File: src/rtl/slug_pkg.sv
// Constants and types shared by the shuffled Lehmer uniform generator.
package slug_pkg;

    // Lehmer generator: state <- state * 16807 mod (2^31 - 1)
    localparam int unsigned         STATE_W       = 31;
    localparam int unsigned         MULT_W        = 15;
    localparam int unsigned         PROD_W        = STATE_W + MULT_W;
    localparam logic [MULT_W-1:0]   LCG_MULT      = 15'd16807;
    localparam logic [STATE_W-1:0]  LCG_MOD       = 31'h7FFF_FFFF;
    localparam logic [STATE_W-1:0]  SEED_DEFAULT  = 31'd1;

    // Discarded generator steps before the table fill
    localparam int unsigned         WARMUP_STEPS  = 8;

    // Default depth of the shuffle table
    localparam int unsigned         TABLE_DEPTH_DEF = 32;

    // Q0.24 fraction: raw * 2^24 + (2^31-2)/2, split into a high add and
    // a low part of all ones
    localparam int unsigned         FRAC_W        = 24;
    localparam logic [STATE_W:0]    FRAC_HI_ADD   = 32'd63;
    localparam logic [FRAC_W-1:0]   FRAC_LO_ONES  = 24'hFF_FFFF;

    // Sequencer states, one-hot
    typedef enum logic [6:0] {
        S_IDLE  = 7'b000_0001,
        S_SEL   = 7'b000_0010,
        S_MUL   = 7'b000_0100,
        S_FOLD  = 7'b000_1000,
        S_FRAC  = 7'b001_0000,
        S_CARRY = 7'b010_0000,
        S_OUT   = 7'b100_0000
    } t_state;

endpackage

File: src/rtl/shuffled_lcg_uniform_generator.sv
// Shuffled Lehmer uniform generator with a Bays-Durham table, top level.
//
// Usage
//   Request channel: i_valid / o_ready with i_reseed. Each transfer yields
//   exactly one result on o_valid / i_ready with o_raw_value (1 .. 2^31-2)
//   and o_unit_fraction (raw / (2^31-1) in Q0.24, rounded, saturated).
//   Seed register: i_seed_value is written on any edge with i_seed_we high;
//   a seed of 0 or 2^31-1 is used as 1. Write it only while idle.
// Request flow
//   After a transfer the request passes the registered reciprocal-multiply
//   table index, the multiply and fold steps of the modular unit with the
//   table read, and the fraction and carry steps that round the fraction,
//   then the output step and idle; a new request is taken only in idle.
//   The first request after reset, and every request with i_reseed high,
//   first runs 8 + TABLE_DEPTH generator steps, each a multiply and a fold,
//   to load the table.
// Reset
//   i_rst_n (synchronous, active low) clears the sequencer, the output
//   valid and the table-loaded flag; the seed register returns to 1.
// Stall
//   A finished result waits in the output register; one new request may be
//   taken and processed meanwhile, holding in its last step until the
//   output register is free.
module shuffled_lcg_uniform_generator
    import slug_pkg::*;
#(
    parameter int unsigned TABLE_DEPTH = TABLE_DEPTH_DEF
) (
    input  logic                i_clk,
    input  logic                i_rst_n,
    // seed register
    input  logic                i_seed_we,
    input  logic [STATE_W-1:0]  i_seed_value,
    // request channel
    input  logic                i_valid,
    output logic                o_ready,
    input  logic                i_reseed,
    // result channel
    output logic                o_valid,
    input  logic                i_ready,
    output logic [STATE_W-1:0]  o_raw_value,
    output logic [FRAC_W-1:0]   o_unit_fraction
);

    localparam int unsigned TW      = $clog2(TABLE_DEPTH);
    localparam int unsigned STEPS   = WARMUP_STEPS + TABLE_DEPTH;
    localparam int unsigned CW      = $clog2(STEPS);
    localparam int unsigned SEL_DIV = 1 + (2147483646 / TABLE_DEPTH);
    localparam int unsigned REC_L   = $clog2(SEL_DIV);
    localparam int unsigned REC_SH  = STATE_W + REC_L;
    localparam logic [63:0] REC_NUM = 64'd1 << REC_SH;
    localparam logic [STATE_W:0]   REC_MUL =
        (STATE_W + 1)'((REC_NUM + 64'(SEL_DIV) - 64'd1) / 64'(SEL_DIV));
    localparam logic [TW:0]        DEPTH_W = (TW + 1)'(TABLE_DEPTH);
    localparam logic [TW-1:0]      IDX_TOP = TW'(TABLE_DEPTH - 1);

    // control
    t_state              r_state, n_state;
    logic                r_init;
    logic                r_table_ready;
    logic [CW-1:0]       r_cnt;
    logic [TW-1:0]       r_fill_idx;
    logic                r_out_valid;

    // datapath
    logic [STATE_W-1:0]  r_seed;
    logic [STATE_W-1:0]  r_lcg, n_lcg;
    logic [PROD_W-1:0]   r_prod;
    logic [STATE_W-1:0]  r_last_pick;
    logic [TW-1:0]       r_q;
    logic [STATE_W-1:0]  r_rd;
    logic [STATE_W:0]    r_xh;
    logic [FRAC_W:0]     r_a;
    logic                r_c;
    logic [STATE_W-1:0]  r_out_raw;
    logic [FRAC_W-1:0]   r_out_frac;

    logic [STATE_W-1:0]  mem [TABLE_DEPTH];

    logic                in_xfer;
    logic                out_free;
    logic [STATE_W-1:0]  seed_fixed;
    logic [STATE_W:0]    fold_sum;
    logic                fill_phase;
    logic                last_fill;
    logic                fill_we;
    logic                step_we;
    logic [TW-1:0]       sel_idx;
    logic [2*STATE_W:0]  sel_prod;
    logic [TW-1:0]       sel_q;
    logic [STATE_W:0]    frac_sum;
    logic [FRAC_W+1:0]   frac_q;

    assign in_xfer  = i_valid && o_ready;
    assign out_free = !r_out_valid || i_ready;
    assign o_ready  = (r_state == S_IDLE);
    assign o_valid  = r_out_valid;
    assign o_raw_value     = r_out_raw;
    assign o_unit_fraction = r_out_frac;

    // Keep the generator off the zero fixed point
    assign seed_fixed = (r_seed == '0 || r_seed == LCG_MOD) ? SEED_DEFAULT : r_seed;

    // Fold the 46-bit product modulo 2^31 - 1
    assign fold_sum = {1'b0, r_prod[STATE_W-1:0]}
                    + (STATE_W + 1)'(r_prod[PROD_W-1:STATE_W]);
    assign n_lcg    = (fold_sum >= {1'b0, LCG_MOD})
                    ? STATE_W'(fold_sum - {1'b0, LCG_MOD})
                    : fold_sum[STATE_W-1:0];

    // Init step bookkeeping
    assign fill_phase = (r_cnt >= CW'(WARMUP_STEPS));
    assign last_fill  = (r_cnt == CW'(STEPS - 1));
    assign fill_we    = (r_state == S_FOLD) && r_init && fill_phase;
    assign step_we    = (r_state == S_FOLD) && !r_init;

    // Clamp the entry index as a guard
    assign sel_idx = ({1'b0, r_q} >= DEPTH_W) ? IDX_TOP : r_q;

    // Entry index: last pick divided by the bucket size through a rounded-up
    // reciprocal, exact for every 31-bit pick
    assign sel_prod = {{(STATE_W + 1){1'b0}}, r_last_pick} * {{STATE_W{1'b0}}, REC_MUL};
    assign sel_q    = TW'(sel_prod >> REC_SH);

    // Rounded quotient by 2^31 - 1: q = a + (a + b >= M)
    assign frac_sum = (STATE_W + 1)'(r_xh[STATE_W:7])
                    + {1'b0, r_xh[6:0], FRAC_LO_ONES};
    assign frac_q   = {1'b0, r_a} + (FRAC_W + 2)'(r_c);

    // Sequencer next state
    always_comb begin
        n_state = r_state;
        case (r_state)
            S_IDLE: begin
                if (in_xfer) begin
                    n_state = (i_reseed || !r_table_ready) ? S_MUL : S_SEL;
                end
            end
            S_SEL: begin
                n_state = S_MUL;
            end
            S_MUL: begin
                n_state = S_FOLD;
            end
            S_FOLD: begin
                if (!r_init) begin
                    n_state = S_FRAC;
                end else if (last_fill) begin
                    n_state = S_SEL;
                end else begin
                    n_state = S_MUL;
                end
            end
            S_FRAC: begin
                n_state = S_CARRY;
            end
            S_CARRY: begin
                n_state = S_OUT;
            end
            S_OUT: begin
                if (out_free) begin
                    n_state = S_IDLE;
                end
            end
            default: begin
                n_state = S_IDLE;
            end
        endcase
    end

    // Control registers
    always_ff @(posedge i_clk) begin
        if (!i_rst_n) begin
            r_state       <= S_IDLE;
            r_init        <= 1'b0;
            r_table_ready <= 1'b0;
            r_cnt         <= '0;
            r_fill_idx    <= IDX_TOP;
            r_out_valid   <= 1'b0;
            r_seed        <= SEED_DEFAULT;
        end else begin
            r_state <= n_state;
            if (i_seed_we) begin
                r_seed <= i_seed_value;
            end
            // start a request: either full init or straight to selection
            if (r_state == S_IDLE && in_xfer) begin
                r_init     <= i_reseed || !r_table_ready;
                r_cnt      <= '0;
                r_fill_idx <= IDX_TOP;
            end
            // advance the init step count and fill pointer
            if (r_state == S_FOLD && r_init) begin
                r_cnt <= r_cnt + 1'b1;
                if (fill_phase) begin
                    r_fill_idx <= r_fill_idx - 1'b1;
                end
                if (last_fill) begin
                    r_init        <= 1'b0;
                    r_table_ready <= 1'b1;
                end
            end
            // hold the result until the receiver takes it
            if (r_state == S_OUT && out_free) begin
                r_out_valid <= 1'b1;
            end else if (i_ready) begin
                r_out_valid <= 1'b0;
            end
        end
    end

    // Datapath registers
    always_ff @(posedge i_clk) begin
        if (r_state == S_IDLE && in_xfer) begin
            r_lcg <= (i_reseed || !r_table_ready) ? seed_fixed : r_lcg;
        end
        if (r_state == S_SEL) begin
            r_q <= sel_q;
        end
        if (r_state == S_MUL) begin
            r_prod <= PROD_W'(r_lcg) * PROD_W'(LCG_MULT);
        end
        if (r_state == S_FOLD) begin
            r_lcg <= n_lcg;
            if (r_init && last_fill) begin
                r_last_pick <= n_lcg;
            end
        end
        if (r_state == S_FRAC) begin
            r_last_pick <= r_rd;
            r_xh        <= {1'b0, r_rd} + FRAC_HI_ADD;
        end
        if (r_state == S_CARRY) begin
            r_a <= r_xh[STATE_W:7];
            r_c <= (frac_sum >= {1'b0, LCG_MOD});
        end
        if (r_state == S_OUT && out_free) begin
            r_out_raw  <= r_last_pick;
            r_out_frac <= (frac_q[FRAC_W+1:FRAC_W] != 2'b00) ? '1 : frac_q[FRAC_W-1:0];
        end
    end

    // Shuffle table: fill during init, read-then-replace on each request
    always_ff @(posedge i_clk) begin
        if (fill_we) begin
            mem[r_fill_idx] <= n_lcg;
        end else if (step_we) begin
            r_rd         <= mem[sel_idx];
            mem[sel_idx] <= n_lcg;
        end
    end

    // Once loaded, the table stays loaded until reset
    a_table_ready_sticky: assert property (@(posedge i_clk) disable iff (!i_rst_n)
        r_table_ready |=> r_table_ready)
        else $error("table-loaded flag dropped");

    // The modular fold never yields zero or the modulus
    a_fold_range: assert property (@(posedge i_clk) disable iff (!i_rst_n)
        (r_state == S_FOLD) |-> (n_lcg != '0 && n_lcg != LCG_MOD))
        else $error("generator step left the range 1 .. 2^31-2");

    // The divided index is within the table before the step uses it
    a_sel_range: assert property (@(posedge i_clk) disable iff (!i_rst_n)
        (r_state == S_MUL && !r_init) |-> ({1'b0, r_q} < DEPTH_W))
        else $error("table index out of range");

    // A finished result waits while the output register is occupied
    a_out_hold: assert property (@(posedge i_clk) disable iff (!i_rst_n)
        (r_state == S_OUT && r_out_valid && !i_ready) |=> (r_state == S_OUT))
        else $error("result dropped while output stalled");

    // Delivered deviates are never zero
    a_raw_nonzero: assert property (@(posedge i_clk) disable iff (!i_rst_n)
        o_valid |-> (o_raw_value != '0))
        else $error("zero deviate delivered");

endmodule

File: config.mk
export PLATFORM = sky130hd
export DESIGN_NAME = shuffled_lcg_uniform_generator
export DESIGN_NICKNAME = d
export VERILOG_FILES = /design/src/rtl/slug_pkg.sv /design/src/rtl/shuffled_lcg_uniform_generator.sv
export SDC_FILE = /design/constraint.sdc
export NUM_CORES = 2
export LEC_CHECK = 0
export BUFFER_PORTS_ARGS = -buffer_cell sky130_fd_sc_hd__buf_4
export CAP_MARGIN = 25
export CORE_MARGIN = 2
export CORE_UTILIZATION = 30
export CTS_BUF_LIST = sky130_fd_sc_hd__clkbuf_4
export CTS_CLUSTER_DIAMETER = 150
export DETAILED_ROUTE_END_ITERATION = 8
export PLACE_DENSITY = 0.51
export SKIP_LAST_GASP = 1
export SYNTH_ARGS = -nofsm -noshare
export SYNTH_HDL_FRONTEND = slang
export SYNTH_SLANG_ARGS = --single-unit
File: constraint.sdc
create_clock -name i_clk -period 8.3 [get_ports i_clk]
set_input_delay 1.245 -clock i_clk [delete_from_list [all_inputs] [get_ports i_clk]]
set_output_delay 1.245 -clock i_clk [all_outputs]
set_load 0.1 [all_outputs]
==> impl_metrics.tcl <==
set metrics [dict create \
    via_count 33290 \
    synth_fp_nets 3859 \
    worst_pin_slew_ns 1.151 \
    synthFlopType "edfxtp_1" \
    cp_cell_sequence "inv_1, fa_1, inv_1, ha_1, fa_1, inv_1, fa_1, inv_1, fa_1, inv_1, fa_1, inv_1, ha_1, and3_1, nand4_1, a2111oi_0, nor4_1, nor2_1, a21oi_1, a31o_2, o21ai_0, o21ai_0, xnor2_1" \
    yosysWarnings 0 \
    initial_core_util 0.3013 \
    rrSetupSlack_ns 1.34 \
    fin_tns_setup_ns 0 \
    syn_area_um2 59350 \
    boundaryPins 94 \
    startpoint_type "flip-flop" \
    vias_per_cell 4.902 \
    fin_crit_sh 0.8386 \
    die_area_um2 201400 \
    dieWidth_um 448.8 \
    ant_nets 0 \
    status "finished clean" \
    drc 0 \
    use_met2 0.2582 \
    synth_top_area_share 0.6319 \
    max_freq_mhz 143.7 \
    gp_congestion 0.8631 \
    cp_top_family "adder cells" \
    top_usage_layer "met2" \
    ff2ff_path_depth 23 \
    min_path_type "primary input to flip-flop" \
    wirelength_um 164500 \
    async_flop_share 0 \
    hpwlAfterDp_um 104800 \
    overflow 0 \
    yosysUniqueCellTypes 86 \
    gr-usage-met1 0.2238 \
    clock_sinks 1301 \
    path_max_fanout 5 \
    hold_viol_final 0 \
    synthCells 3478 \
    nets 4289 \
    grt_max_degree 128 \
    ys_top_cells_by_area "edfxtp_1 (63%), mux4_2 (12%), fa_1 (4.5%)" \
    cts-hold-fix-buffers 0 \
    h-tree-depth 5 \
    port_buffers 93 \
    crit_path_frequent_cell "inv_1" \
    row_count 163 \
    crit_path_end "r_prod[44]" \
    cap_violations 0 \
    period_needed_ns 6.961 \
    reg2reg_to "r_prod[44]" \
    grt.total_usage 0.1628 \
    die_h_um 448.8 \
    drt_iter0_markers 2826 \
    finalSetupViolCount 0 \
    path_clk_slew_ns 0.07 \
    post_cts_buffers 0 \
    crit_cells 23 \
    clock-root-buffer "clkbuf_4" \
    rr_startpoint "r_lcg[14]" \
    syn2layout_area_growth_pct 15.27 \
    clock_latency_ns 1.36 \
    coreArea_um2 197000 \
    cp.buffers_inverters 6 \
    gr-usage-met3 0.03274 \
    numCtsBuffers 357 \
    startpoint "r_lcg[14]" \
    grt_pass1_wl_um 239400 \
    drtPass1Iterations 5 \
    cts_buffer_depth 4 \
    slowest_delay_ns 0.60 \
    syn-mean-instance-area_um2 17.07 \
    fin_hold_ws_ns 0.2314 \
    criticalPathCategory "flip-flop to flip-flop" \
    synth_top_area_cell "edfxtp_1" \
    worstPathArrival_ns 7.97 \
    critPathSlowestCell "a2111oi_0" \
    cts.repair.resized 0 \
    synth_edf_count 1249 \
    critPathRequiredTime_ns 9.31 \
    drive_above_1_share 0.2755 \
    rsz0062_at_grt "no" \
    yosysSeqAreaShare 0.6494 \
    relSlewSlack 0.2304 \
    clock_skew_ns 0.1579 \
    wl_per_cell_um 24.23 \
    synth_seq_cells 1301 \
    grt_pass1_vias 34320 \
    antenna_found_initial 5 \
    finalMaxSlewViolations 0 \
    cts_tree "yes" \
    worst_setup_path_end_kind "flip-flop" \
]
==> synthesized netlist by cell type, types with 10 or more instances <==
| cell | count |
|---|---|
| nand4_1 | 36 |
| and4_1 | 10 |
| o21ai_0 | 59 |
| inv_1 | 323 |
| a31oi_1 | 13 |
| nor3_1 | 28 |
| xor2_1 | 40 |
| ha_1 | 210 |
| nand2b_1 | 13 |
| a21oi_1 | 69 |
| mux2i_1 | 38 |
| and3_1 | 25 |
| o31ai_1 | 31 |
| and2_1 | 15 |
| nand3_1 | 59 |
| nor2_1 | 140 |
| o21a_1 | 13 |
| buf_1 | 26 |
| nand2_1 | 148 |
| nor2b_1 | 42 |
| fa_1 | 134 |
| mux2_2 | 35 |
| edfxtp_1 | 1249 |
| clkbuf_1 | 86 |
| dfxtp_1 | 52 |
| a21o_1 | 29 |
| mux4_2 | 310 |
| nor4_1 | 30 |
| xnor2_1 | 67 |
==> final cells by class <==
class	count	area, um^2
clock buffer	499	3746
sequential	1301	38550
fill	19020	128600
antenna	10	25.02
tap	2640	3303
timing repair buffer	190	1572
inverter	324	1216
clock inverter	93	490.5
multi-input combinational	1734	19520
==> cell usage in the layout (no fill, tap or decap), types with 30 or more instances in the layout <==
cell type | netlist | routed
buf_4 | 0 | 179
mux4_2 | 310 | 310
nand2_1 | 148 | 148
clkinv_1 | 1 | 73
a21oi_1 | 69 | 69
xnor2_1 | 67 | 62
inv_1 | 323 | 322
dfxtp_1 | 52 | 52
mux2_2 | 35 | 35
fa_1 | 134 | 134
nor2_1 | 140 | 91
mux2i_1 | 38 | 37
nor4_1 | 30 | 30
nand4_1 | 36 | 36
nor2_4 | 0 | 33
nand3_1 | 59 | 59
nor2b_1 | 42 | 40
o31ai_1 | 31 | 31
xor2_1 | 40 | 40
edfxtp_1 | 1249 | 1249
o21ai_0 | 59 | 57
ha_1 | 210 | 210
clkbuf_4 | 0 | 499
==> how the worst min path moves through the flow <==
| stage | start | to | slack [ns] | cells after the start |
|---|---|---|---|---|
| after floorplan | r_last_pick[0] | o_raw_value[0] | 0.40 | 0 |
| after global placement | r_last_pick[8] | o_raw_value[8] | 0.40 | 0 |
| after detailed placement | r_last_pick[0] | o_raw_value[0] | 0.40 | 0 |
| after CTS | i_seed_value[25] | r_seed[25] | 0.08 | 3 |
| after global routing | i_seed_value[7] | r_seed[7] | 0.17 | 3 |
| final | i_seed_value[25] | r_seed[25] | 0.23 | 3 |
==> metal layers <==
| metal | vias up | share of wire |
|---|---|---|
| met3 | 220 | 0.059 |
| li1 | 14570 | - |
| met2 | 1126 | 0.47 |
| met5 | - | 0 |
| met1 | 17380 | 0.44 |
| met4 | 0 | 0.028 |
==> registers in the layout (all words and copies together), names as in the netlist, 6 cells and up <==
register,flops
mem,992
r_prod,46
r_xh,32
o_raw_value,31
r_last_pick,31
r_lcg,31
r_rd,31
r_seed,31
r_a,25
o_unit_fraction,24
r_state,7
r_cnt,6
==> worst register-to-register path: stages, from the launching register on <==
cell and delay (ns):
edfxtp_1 0.47, inv_1 0.16, fa_1 0.53, inv_1 0.05
ha_1 0.30, fa_1 0.51, inv_1 0.05, fa_1 0.47
inv_1 0.05, fa_1 0.54, inv_1 0.06, fa_1 0.53
inv_1 0.04, ha_1 0.35, and3_1 0.25, nand4_1 0.15
a2111oi_0 0.60, nor4_1 0.12, nor2_1 0.37, a21oi_1 0.27
a31o_2 0.33, o21ai_0 0.24, o21ai_0 0.14, xnor2_1 0.15
==> kinds of logic after synthesis <==
logic type,share of synthesized area
multiplexers,0.1307
flip-flops,0.6494
XOR/XNOR,0.01661
AO/OA/AOI/OAI,0.03647
adder cells (fa/ha/maj),0.08946
buffers and inverters,0.02827
AND/OR/NAND/NOR,0.04907
==> per-stage QoR <==
| step | instances | area (um^2) | utilization | worst slack [ns] |
|---|---|---|---|---|
| 3_3_place_gp | 6182 | 64010 | 0.3249 | 1.506 |
| 6_report | 6791 | 68420 | 0.3473 | 1.339 |
| 3_5_place_dp | 6186 | 64080 | 0.3253 | 1.365 |
| 4_1_cts | 6778 | 68320 | 0.3468 | 1.313 |
| 2_1_floorplan | 3478 | 59350 | - | 2.194 |
| 5_1_grt | 6784 | 68400 | 0.3472 | 0.8418 |
Power is left out: the tool's default activity adds up to more than one toggle a clock period on the data nets, which glitch-free logic cannot reach.
